$ cat config.mk
export PLATFORM = sky130hd
export DESIGN_NAME = double_ended_queue_with_search_flat
export DESIGN_NICKNAME = d
export VERILOG_FILES = /design/src/sv/deq_pkg.sv /design/src/sv/deq_if.sv /design/src/sv/deq_front.sv /design/src/sv/deq_back.sv /design/src/sv/double_ended_queue_with_search.sv /design/src/flat_wrapper.sv
export SDC_FILE = /design/constraint.sdc
export NUM_CORES = 1
export LEC_CHECK = 0
export ABC_AREA = 0
export BUFFER_PORTS_ARGS = -buffer_cell sky130_fd_sc_hd__clkbuf_2
export CORE_UTILIZATION = 35
export DETAILED_ROUTE_END_ITERATION = 6
export GPL_TIMING_DRIVEN = 0
export SLEW_MARGIN = 10
export SYNTH_ARGS = -nofsm -noshare
export SYNTH_HDL_FRONTEND = slang
export SYNTH_SLANG_ARGS = --single-unit
$ cat constraint.sdc
create_clock -name clk -period 4.7 [get_ports clk]
set_input_delay 0.705 -clock clk [delete_from_list [all_inputs] [get_ports clk]]
set_output_delay 0.705 -clock clk [all_outputs]
set_load 0.05 [all_outputs]
$ cat src/sv/deq_pkg.sv
// ----------------------------------------------------------------------------
// deq_pkg: shared types and constants for the double-ended queue.
// Holds command and status codes, the decoded operation type, the task
// record that travels from the front part to the back part, and defaults.
// ----------------------------------------------------------------------------
package deq_pkg;

  // Default number of entries in the ring store.
  localparam int CAPACITY_DEFAULT = 16;

  // Fixed field widths.
  localparam int DATA_W   = 32;
  localparam int CMD_W    = 3;
  localparam int STATUS_W = 2;

  // Depth of the task queue between the front and back parts.
  localparam int TASK_Q_DEPTH = 2;
  localparam int TASK_Q_PTR_W = $clog2(TASK_Q_DEPTH);
  localparam int TASK_Q_CNT_W = $clog2(TASK_Q_DEPTH + 1);

  // Command codes as they arrive on the input channel.
  localparam logic [CMD_W-1:0] CMD_PUSH_BACK  = 3'd0;
  localparam logic [CMD_W-1:0] CMD_PUSH_FRONT = 3'd1;
  localparam logic [CMD_W-1:0] CMD_POP_FRONT  = 3'd2;
  localparam logic [CMD_W-1:0] CMD_POP_BACK   = 3'd3;
  localparam logic [CMD_W-1:0] CMD_SEARCH     = 3'd4;

  // Status codes returned with every result.
  localparam logic [STATUS_W-1:0] STATUS_OK        = 2'd0;
  localparam logic [STATUS_W-1:0] STATUS_EMPTY     = 2'd1;
  localparam logic [STATUS_W-1:0] STATUS_FULL      = 2'd2;
  localparam logic [STATUS_W-1:0] STATUS_NOT_FOUND = 2'd3;

  // Decoded operation.
  typedef enum logic [2:0] {
    OP_PUSH_BACK,
    OP_PUSH_FRONT,
    OP_POP_FRONT,
    OP_POP_BACK,
    OP_SEARCH,
    OP_NOP
  } op_t;

  // One classified command waiting for the back part.
  typedef struct packed {
    op_t               op;
    logic [DATA_W-1:0] value;
  } task_t;

  // Back part sequencer states.
  typedef enum logic [1:0] {
    BK_IDLE,
    BK_POP,
    BK_SEARCH
  } back_state_t;

  // Map a raw command code to an operation; unused codes do nothing.
  function automatic op_t classify(input logic [CMD_W-1:0] cmd);
    op_t op;
    unique case (cmd)
      CMD_PUSH_BACK:  op = OP_PUSH_BACK;
      CMD_PUSH_FRONT: op = OP_PUSH_FRONT;
      CMD_POP_FRONT:  op = OP_POP_FRONT;
      CMD_POP_BACK:   op = OP_POP_BACK;
      CMD_SEARCH:     op = OP_SEARCH;
      default:        op = OP_NOP;
    endcase
    return op;
  endfunction

endpackage

$ cat src/sv/deq_if.sv
// ----------------------------------------------------------------------------
// deq_if: channel interfaces for the double-ended queue.
// deq_cmd_if carries command beats in, deq_res_if carries result beats out.
// ----------------------------------------------------------------------------

// Command channel: one beat per command.
interface deq_cmd_if;
  logic                               valid;
  logic                               ready;
  logic [deq_pkg::CMD_W-1:0]          cmd;
  logic signed [deq_pkg::DATA_W-1:0]  data_in;

  modport source (output valid, output cmd, output data_in, input ready);
  modport sink   (input valid, input cmd, input data_in, output ready);
endinterface

// Result channel: one beat per command; count width follows the capacity.
interface deq_res_if #(
  parameter int CountW = $clog2(deq_pkg::CAPACITY_DEFAULT + 1)
);
  logic                               valid;
  logic                               ready;
  logic [deq_pkg::STATUS_W-1:0]       status;
  logic signed [deq_pkg::DATA_W-1:0]  data_out;
  logic [CountW-1:0]                  count;

  modport source (output valid, output status, output data_out, output count,
                  input ready);
  modport sink   (input valid, input status, input data_out, input count,
                  output ready);
endinterface

$ cat src/sv/deq_front.sv
// ----------------------------------------------------------------------------
// deq_front: command intake for the double-ended queue.
// Accepts command beats, decodes them into tasks and holds them in a short
// queue so the intake keeps taking beats while the back part is busy.
// ----------------------------------------------------------------------------
module deq_front (
  input  logic           clk,
  input  logic           rst,
  deq_cmd_if.sink        cmd_ch,
  output logic           task_valid,
  output deq_pkg::task_t task_out,
  input  logic           task_ready
);

  deq_pkg::task_t                      q [deq_pkg::TASK_Q_DEPTH];
  logic [deq_pkg::TASK_Q_PTR_W-1:0]    wr_ptr;
  logic [deq_pkg::TASK_Q_PTR_W-1:0]    rd_ptr;
  logic [deq_pkg::TASK_Q_CNT_W-1:0]    fill;
  logic                                push;
  logic                                pop;
  deq_pkg::task_t                      decoded;

  // Decode the incoming beat into a task.
  always_comb begin
    decoded.op    = deq_pkg::classify(cmd_ch.cmd);
    decoded.value = cmd_ch.data_in;
  end

  // Handshake on both sides of the queue.
  assign cmd_ch.ready = (fill != deq_pkg::TASK_Q_CNT_W'(deq_pkg::TASK_Q_DEPTH));
  assign push         = cmd_ch.valid && cmd_ch.ready;
  assign task_valid   = (fill != '0);
  assign pop          = task_valid && task_ready;
  assign task_out     = q[rd_ptr];

  // Queue storage; entries need no reset.
  always_ff @(posedge clk) begin
    if (push) begin
      q[wr_ptr] <= decoded;
    end
  end

  // Queue pointers and fill level.
  always_ff @(posedge clk) begin
    if (rst) begin
      wr_ptr <= '0;
      rd_ptr <= '0;
      fill   <= '0;
    end else begin
      if (push) begin
        wr_ptr <= (wr_ptr == deq_pkg::TASK_Q_PTR_W'(deq_pkg::TASK_Q_DEPTH - 1)) ?
                  '0 : wr_ptr + 1'b1;
      end
      if (pop) begin
        rd_ptr <= (rd_ptr == deq_pkg::TASK_Q_PTR_W'(deq_pkg::TASK_Q_DEPTH - 1)) ?
                  '0 : rd_ptr + 1'b1;
      end
      if (push && !pop) begin
        fill <= fill + 1'b1;
      end else if (pop && !push) begin
        fill <= fill - 1'b1;
      end
    end
  end

endmodule

$ cat src/sv/deq_back.sv
// ----------------------------------------------------------------------------
// deq_back: execution part of the double-ended queue.
// Owns the ring store, head pointer and element count, carries out one task
// at a time and places its result in an output register.
// ----------------------------------------------------------------------------
module deq_back #(
  parameter int CAPACITY = deq_pkg::CAPACITY_DEFAULT
) (
  input  logic           clk,
  input  logic           rst,
  input  logic           task_valid,
  input  deq_pkg::task_t task_in,
  output logic           task_ready,
  deq_res_if.source      res_ch
);

  localparam int IdxW   = $clog2(CAPACITY);
  localparam int CountW = $clog2(CAPACITY + 1);
  localparam int SumW   = CountW + 1;
  localparam logic [IdxW-1:0]   LastIdx = IdxW'(CAPACITY - 1);
  localparam logic [CountW-1:0] CapCount = CountW'(CAPACITY);

  // Fold a sum below twice the capacity back into the ring.
  function automatic logic [IdxW-1:0] wrap_idx(input logic [SumW-1:0] s);
    logic [SumW-1:0] t;
    t = (s >= SumW'(CAPACITY)) ? s - SumW'(CAPACITY) : s;
    return t[IdxW-1:0];
  endfunction

  // Step one entry forward around the ring.
  function automatic logic [IdxW-1:0] inc_idx(input logic [IdxW-1:0] p);
    return (p == LastIdx) ? '0 : p + 1'b1;
  endfunction

  // Ring store and its registered read port.
  logic [deq_pkg::DATA_W-1:0] mem [CAPACITY];
  logic [deq_pkg::DATA_W-1:0] rd_data;

  deq_pkg::back_state_t       state, state_next;
  logic [IdxW-1:0]            head, head_next;
  logic [CountW-1:0]          count, count_next;
  logic [IdxW-1:0]            ptr, ptr_next;
  logic [CountW-1:0]          scan, scan_next;
  logic [deq_pkg::DATA_W-1:0] key;

  logic                       res_valid;
  logic [deq_pkg::STATUS_W-1:0] res_status;
  logic [deq_pkg::DATA_W-1:0] res_data;
  logic [CountW-1:0]          res_count;

  logic                       wr_en;
  logic [IdxW-1:0]            wr_addr;
  logic                       rd_en;
  logic [IdxW-1:0]            rd_addr;
  logic                       out_load;
  logic [deq_pkg::STATUS_W-1:0] out_status;
  logic [deq_pkg::DATA_W-1:0] out_data;

  logic                       out_free;
  logic                       take;
  logic                       is_empty;
  logic                       is_full;
  logic                       hit;
  logic                       scan_done;

  assign out_free  = !res_valid || res_ch.ready;
  assign take      = (state == deq_pkg::BK_IDLE) && task_valid && out_free;
  assign is_empty  = (count == '0);
  assign is_full   = (count == CapCount);
  assign hit       = (rd_data == key);
  assign scan_done = (scan == count);

  // Next state of the sequencer.
  always_comb begin
    state_next = state;
    unique case (state)
      deq_pkg::BK_IDLE: begin
        if (take && !is_empty) begin
          if (task_in.op == deq_pkg::OP_POP_FRONT || task_in.op == deq_pkg::OP_POP_BACK) begin
            state_next = deq_pkg::BK_POP;
          end else if (task_in.op == deq_pkg::OP_SEARCH) begin
            state_next = deq_pkg::BK_SEARCH;
          end
        end
      end
      deq_pkg::BK_POP: begin
        state_next = deq_pkg::BK_IDLE;
      end
      deq_pkg::BK_SEARCH: begin
        if (hit || scan_done) begin
          state_next = deq_pkg::BK_IDLE;
        end
      end
      default: begin
        state_next = deq_pkg::BK_IDLE;
      end
    endcase
  end

  // Datapath control for each state.
  always_comb begin
    task_ready = 1'b0;
    wr_en      = 1'b0;
    wr_addr    = head;
    rd_en      = 1'b0;
    rd_addr    = ptr;
    head_next  = head;
    count_next = count;
    ptr_next   = ptr;
    scan_next  = scan;
    out_load   = 1'b0;
    out_status = deq_pkg::STATUS_OK;
    out_data   = '0;
    unique case (state)
      deq_pkg::BK_IDLE: begin
        if (take) begin
          task_ready = 1'b1;
          unique case (task_in.op)
            deq_pkg::OP_PUSH_BACK: begin
              out_load = 1'b1;
              if (is_full) begin
                out_status = deq_pkg::STATUS_FULL;
              end else begin
                wr_en      = 1'b1;
                wr_addr    = wrap_idx(SumW'(head) + SumW'(count));
                count_next = count + 1'b1;
              end
            end
            deq_pkg::OP_PUSH_FRONT: begin
              out_load = 1'b1;
              if (is_full) begin
                out_status = deq_pkg::STATUS_FULL;
              end else begin
                head_next  = (head == '0) ? LastIdx : head - 1'b1;
                wr_en      = 1'b1;
                wr_addr    = head_next;
                count_next = count + 1'b1;
              end
            end
            deq_pkg::OP_POP_FRONT: begin
              if (is_empty) begin
                out_load   = 1'b1;
                out_status = deq_pkg::STATUS_EMPTY;
              end else begin
                rd_en      = 1'b1;
                rd_addr    = head;
                head_next  = inc_idx(head);
                count_next = count - 1'b1;
              end
            end
            deq_pkg::OP_POP_BACK: begin
              if (is_empty) begin
                out_load   = 1'b1;
                out_status = deq_pkg::STATUS_EMPTY;
              end else begin
                rd_en      = 1'b1;
                rd_addr    = wrap_idx(SumW'(head) + SumW'(count) - 1'b1);
                count_next = count - 1'b1;
              end
            end
            deq_pkg::OP_SEARCH: begin
              if (is_empty) begin
                out_load   = 1'b1;
                out_status = deq_pkg::STATUS_EMPTY;
              end else begin
                rd_en     = 1'b1;
                rd_addr   = head;
                ptr_next  = inc_idx(head);
                scan_next = CountW'(1);
              end
            end
            default: begin
              out_load = 1'b1;
            end
          endcase
        end
      end
      deq_pkg::BK_POP: begin
        out_load = 1'b1;
        out_data = rd_data;
      end
      deq_pkg::BK_SEARCH: begin
        if (hit) begin
          out_load = 1'b1;
        end else if (scan_done) begin
          out_load   = 1'b1;
          out_status = deq_pkg::STATUS_NOT_FOUND;
        end else begin
          rd_en     = 1'b1;
          rd_addr   = ptr;
          ptr_next  = inc_idx(ptr);
          scan_next = scan + 1'b1;
        end
      end
      default: begin
        out_load = 1'b0;
      end
    endcase
  end

  // Ring store write and registered read.
  always_ff @(posedge clk) begin
    if (wr_en) begin
      mem[wr_addr] <= task_in.value;
    end
    if (rd_en) begin
      rd_data <= mem[rd_addr];
    end
  end

  // Search key and scan position; payload only.
  always_ff @(posedge clk) begin
    if (task_ready) begin
      key <= task_in.value;
    end
    ptr  <= ptr_next;
    scan <= scan_next;
  end

  // Control state.
  always_ff @(posedge clk) begin
    if (rst) begin
      state     <= deq_pkg::BK_IDLE;
      head      <= '0;
      count     <= '0;
      res_valid <= 1'b0;
    end else begin
      state <= state_next;
      head  <= head_next;
      count <= count_next;
      if (out_load) begin
        res_valid <= 1'b1;
      end else if (res_ch.ready) begin
        res_valid <= 1'b0;
      end
    end
  end

  // Result register payload.
  always_ff @(posedge clk) begin
    if (out_load) begin
      res_status <= out_status;
      res_data   <= out_data;
      res_count  <= count_next;
    end
  end

  assign res_ch.valid    = res_valid;
  assign res_ch.status   = res_status;
  assign res_ch.data_out = res_data;
  assign res_ch.count    = res_count;

endmodule

$ cat src/sv/double_ended_queue_with_search.sv
// A command beat passes the task queue to the back part, which loads the
// result register; a pop from a non-empty queue also passes the registered
// store read and BK_POP, a search the read and BK_SEARCH. One push per cycle
// while the result channel takes every beat; a pop or search keeps the back
// part busy, and the search walks the ring store's single read port one entry
// a cycle. Reset (rst, synchronous) empties both queues, not the ring store.
// ----------------------------------------------------------------------------
// double_ended_queue_with_search: bounded deque of 32-bit values with search.
// A front part takes and decodes command beats into a short task queue; a
// back part runs each task against the ring store and returns a result beat.
// ----------------------------------------------------------------------------
module double_ended_queue_with_search #(
  parameter int CAPACITY = deq_pkg::CAPACITY_DEFAULT
) (
  input  logic      clk,
  input  logic      rst,
  deq_cmd_if.sink   cmd_ch,
  deq_res_if.source res_ch
);

  logic           task_valid;
  logic           task_ready;
  deq_pkg::task_t task_data;

  // Command intake and task queue.
  deq_front u_front (
    .clk        (clk),
    .rst        (rst),
    .cmd_ch     (cmd_ch),
    .task_valid (task_valid),
    .task_out   (task_data),
    .task_ready (task_ready)
  );

  // Task execution against the ring store.
  deq_back #(
    .CAPACITY (CAPACITY)
  ) u_back (
    .clk        (clk),
    .rst        (rst),
    .task_valid (task_valid),
    .task_in    (task_data),
    .task_ready (task_ready),
    .res_ch     (res_ch)
  );

endmodule
$ cat src/flat_wrapper.sv
// flat-port wrapper written by rule: the top's interface ports become plain ports
module double_ended_queue_with_search_flat 
#(
  parameter int CAPACITY = deq_pkg::CAPACITY_DEFAULT
)
  (clk, rst, cmd_ch_valid, cmd_ch_cmd, cmd_ch_data_in, cmd_ch_ready, res_ch_valid, res_ch_status, res_ch_data_out, res_ch_count, res_ch_ready);
  deq_cmd_if cmd_ch_i ();
  deq_res_if res_ch_i ();
  input  logic clk;
  input  logic rst;
  input wire logic [$bits(cmd_ch_i.valid)-1:0] cmd_ch_valid;
  input wire logic [$bits(cmd_ch_i.cmd)-1:0] cmd_ch_cmd;
  input wire logic [$bits(cmd_ch_i.data_in)-1:0] cmd_ch_data_in;
  output wire logic [$bits(cmd_ch_i.ready)-1:0] cmd_ch_ready;
  output wire logic [$bits(res_ch_i.valid)-1:0] res_ch_valid;
  output wire logic [$bits(res_ch_i.status)-1:0] res_ch_status;
  output wire logic [$bits(res_ch_i.data_out)-1:0] res_ch_data_out;
  output wire logic [$bits(res_ch_i.count)-1:0] res_ch_count;
  input wire logic [$bits(res_ch_i.ready)-1:0] res_ch_ready;
  assign cmd_ch_i.valid = cmd_ch_valid;
  assign cmd_ch_i.cmd = cmd_ch_cmd;
  assign cmd_ch_i.data_in = cmd_ch_data_in;
  assign cmd_ch_ready = cmd_ch_i.ready;
  assign res_ch_valid = res_ch_i.valid;
  assign res_ch_status = res_ch_i.status;
  assign res_ch_data_out = res_ch_i.data_out;
  assign res_ch_count = res_ch_i.count;
  assign res_ch_i.ready = res_ch_ready;
  double_ended_queue_with_search #(.CAPACITY(CAPACITY)) u_core (.clk(clk), .rst(rst), .cmd_ch(cmd_ch_i), .res_ch(res_ch_i));
endmodule
==> impl_metrics.py <==
metrics = {
    "floorplan": {
        "core-area_mm2": 0.07952,
        "die_height_um": 286.3,
        "start_util": 0.3557,
        "io_pins": 80,
        "die_w_um": 286.3,
        "die_area_mm2": 0.08195,
        "fp-row-count": 103,
    },
    "synthesis": {
        "ys_top_cells_by_area": "edfxtp_1 74%, nand2_1 5.6%, a32o_1 2.3%",
        "synth.largest_area_cell": "edfxtp_1",
        "ys.flop_type": "edfxtp_1",
        "synth-simple-area-share": 0.08338,
        "synth_edf_count": 694,
        "synth_top_family_by_area": "compound AO/OA/AOI/OAI gates",
        "muxShareOfSynthArea": 0.01831,
        "ys_seq_area_frac": 0.7488,
        "synth_fa_ha_area_frac": 0.006016,
        "synth_area_mm2": 0.02828,
        "syn_inst": 1914,
        "synth_top_area_frac": 0.7368,
        "ys_types": 62,
        "synth_compound_area_frac": 0.1039,
        "ys_async_sr_fraction": 0,
        "ys_seq_elements": 711,
        "syn_area_per_cell_um2": 14.78,
        "yosys_warnings": 0,
        "syn_nets": 1966,
        "yosys.area_share.xor_xnor": 0.01734,
    },
    "timing": {
        "fmax_mhz": 223.9,
        "finalSetupTns_ns": 0,
        "rsz0062_at_grt": "no",
        "skew_ns": 0.02958,
        "min_period_over_period": 0.9505,
        "setup_viol_count_final": 0,
        "worst_pin_slew_ns": 1.301,
        "relSlewSlack": 0.1310,
        "hold_violations": 0,
        "fin_crit_ns": 4.467,
        "drv_slew": 0,
    },
    "clock_network": {
        "cts_buffer_depth": 3,
        "post_cts_buffers": 0,
        "cts_resized": 0,
        "cts_tree": "done",
        "root_buffer": "clkbuf_16",
        "insertion_delay_ns": 0.63,
        "cts_sinks": 711,
        "h-tree-depth": 3,
        "path_clk_slew_ns": 0.06,
        "cts_made_buffers": 77,
        "cts_hold_buf": 0,
    },
    "min_path": {
        "hold_class": "in -> reg",
        "whs_endpoint": "u_core.u_front.q[0][17]",
        "whs_path_depth": 1,
        "hp-start": "cmd_ch_data_in[17]",
    },
    "worst_setup_path": {
        "criticalPathCategory": "reg -> reg",
        "crit_arrival_ns": 4.78,
        "worst-path-buf-inv": 3,
        "r2r-end": "u_core.u_back.mem[12][15]",
        "ff2ff_setup_slack_ns": 0.23,
        "critical_path.cell_chain": "buf_1, clkbuf_1, mux2_2, o311ai_0, and4_1, nand2_1, nor2_4, buf_16",
        "end_kind": "flip-flop",
        "startpoint_type": "flip-flop",
        "path_delay_family": "buffers and inverters",
        "cp_slowest_cell": "clkbuf_1",
        "cp.required_ns": 5.02,
        "cpPeakStageDelay_ns": 0.82,
        "cp_max_fo": 21,
        "reg2reg_depth": 8,
    },
    "place": {
        "dp.cells": 3063,
        "dp_hpwl_mm": 51.70,
        "port_buffers": 79,
        "place_congestion": 0.8533,
    },
    "routing": {
        "drt_iter0_drc": 1875,
        "wl_mm": 77.82,
        "vias_per_cell": 5.445,
        "drc": 0,
        "vias": 17430,
        "firstDrtPassIters": 6,
        "drt-wirelength-per-cell_um": 24.31,
        "ant_nets": 0,
    },
    "finish": {
        "final_common_cell": "edfxtp_1",
        "fillers": 7066,
        "final_cells": 3201,
        "layout.nets": 2144,
        "layout_common_cells": "694 x edfxtp_1, 419 x nand2_1, 125 x a21oi_1, 79 x clkbuf_16, 79 x clkbuf_2",
        "area_delta_synth_final_pct": 16.91,
        "drive_above_1_share": 0.1702,
    },
    "grt": {
        "grt_use_total": 0.1894,
        "grt_pass1_vias": 17600,
        "grt_max_degree": 40,
        "overflow": 0,
        "grt_pass1_wl_mm": 114.5,
        "antenna_found_initial": 2,
    },
    "pwr": {
        "p_leak_nw": 11.01,
        "max-vdd-ir-drop_uv": 355.8,
        "cellPowerDensity_mw_per_mm2": 564.7,
    },
    "status": {
        "status": "complete, no violations",
    },
    "flow_run": {
        "cap_viol_max_count": 0,
    },
}
==> cell type report <==
| cell class | count | area [um^2] | area share |
|---|---|---|---|
| repair buffers | 99 | 848.3 | 0.02565 |
| well taps | 1050 | 1314 | 0.03973 |
| diodes | 1 | 2.502 | 0.00007567 |
| clock buffers | 87 | 2007 | 0.06069 |
| flip-flops and latches | 711 | 21180 | 0.6405 |
| plain buffers | 118 | 591.8 | 0.01790 |
| clock inverters | 50 | 461.7 | 0.01396 |
| multi-input cells | 1074 | 6621 | 0.2002 |
| inverters | 11 | 41.29 | 0.001249 |
==> metal layers <==
metal  track usage  share of wire  up-vias
met4       0.07620          0.033        0
met3       0.03005          0.083      141
li1              -              -     7686
met1        0.2534           0.41     8797
met5             0              0        -
met2        0.3081           0.48      804
==> cell usage after synthesis, drive strengths merged, types with 10 or more instances <==
cell type    n
nor2b       10
o221ai      31
xor2        45
inv         11
nand2      421
a21oi      145
a22oi       35
ha          12
a32o        65
mux2        36
o21ai       15
clkbuf      39
xnor2       11
nor4        11
buf         79
nand3       13
a32oi       64
and2        33
dfxtp       17
nor2        50
edfxtp     694
==> state kept, by name (all words and copies together) (netlist names), named ones only <==
signal	count
u_core.u_back.mem	512
u_core.u_front.q	70
u_core.u_back.key	32
u_core.u_back.rd_data	32
u_core.u_back.res_ch.data_out	32
u_core.u_back.count	5
u_core.u_back.res_ch.count	5
u_core.u_back.scan	5
u_core.u_back.head	4
u_core.u_back.ptr	4
u_core.u_back.res_ch.status	2
u_core.u_back.state	2
u_core.u_front.fill	2
u_core.u_back.res_ch.valid	1
u_core.u_front.rd_ptr	1
u_core.u_front.wr_ptr	1
==> where the power goes <==
group          switching (W)  internal [W]  leakage [nW]  total, W
sequential          0.000236       0.00825          6.46   0.00849
combinational        0.00320       0.00105          3.35   0.00425
clock                0.00252       0.00342          1.20   0.00594
total                0.00596        0.0127          11.0    0.0187
==> logic make-up (layout without fill, tap and decap cells) <==
logic type | after synthesis | in the layout
AND/OR/NAND/NOR | 566 | 566
AO/OA/AOI/OAI | 395 | 395
flip-flops | 711 | 711
buffers and inverters | 129 | 365
other | 0 | 1
XOR/XNOR | 56 | 56
multiplexers | 44 | 44
adder cells (fa/ha/maj) | 13 | 13
==> stage by stage <==
stage | cell area (um^2) | hold WS (ns) | setup slack, ns | utilization | power (W)
floorplan | 28290 | 0.4813 | -0.1979 | - | 0.01118
CTS | 33060 | 0.2374 | 0.1700 | 0.4157 | 0.01874
finish | 33070 | 0.2645 | 0.2328 | 0.4159 | 0.01867
detailed placement | 30590 | 0.5148 | 0.1843 | 0.3847 | 0.01284
global placement | 30000 | 0.4951 | -3.969 | 0.3773 | 0.01262
global route | 33070 | 0.2532 | 0.04938 | 0.4158 | 0.01930
==> worst register-to-register path, delay by kind of cell (launching register included) <==
| kind | cells | cell delay [ns] |
|---|---|---|
| flip-flops | 1 | 0.36 |
| AND/OR/NAND/NOR | 3 | 1.34 |
| AO/OA/AOI/OAI | 1 | 0.50 |
| buffers and inverters | 3 | 1.45 |
| multiplexers | 1 | 0.48 |
==> worst max-delay path by stage <==
stage | from | to | slack, ns | cells after the start
final | flip-flop | u_core.u_back.mem[12][15] | 0.23 | 8
after global routing | flip-flop | u_core.u_back.mem[12][16] | 0.05 | 8
after CTS | flip-flop | u_core.u_back.mem[12][15] | 0.17 | 8
after detailed placement | flip-flop | u_core.u_back.mem[12][18] | 0.18 | 8
after global placement | res_ch_ready | u_core.u_back.mem[13][14] | -3.97 | 9
after floorplan | res_ch_ready | u_core.u_back.mem[4][0] | -0.20 | 8
No activity file was read; power rests on OpenSTA's default activity.
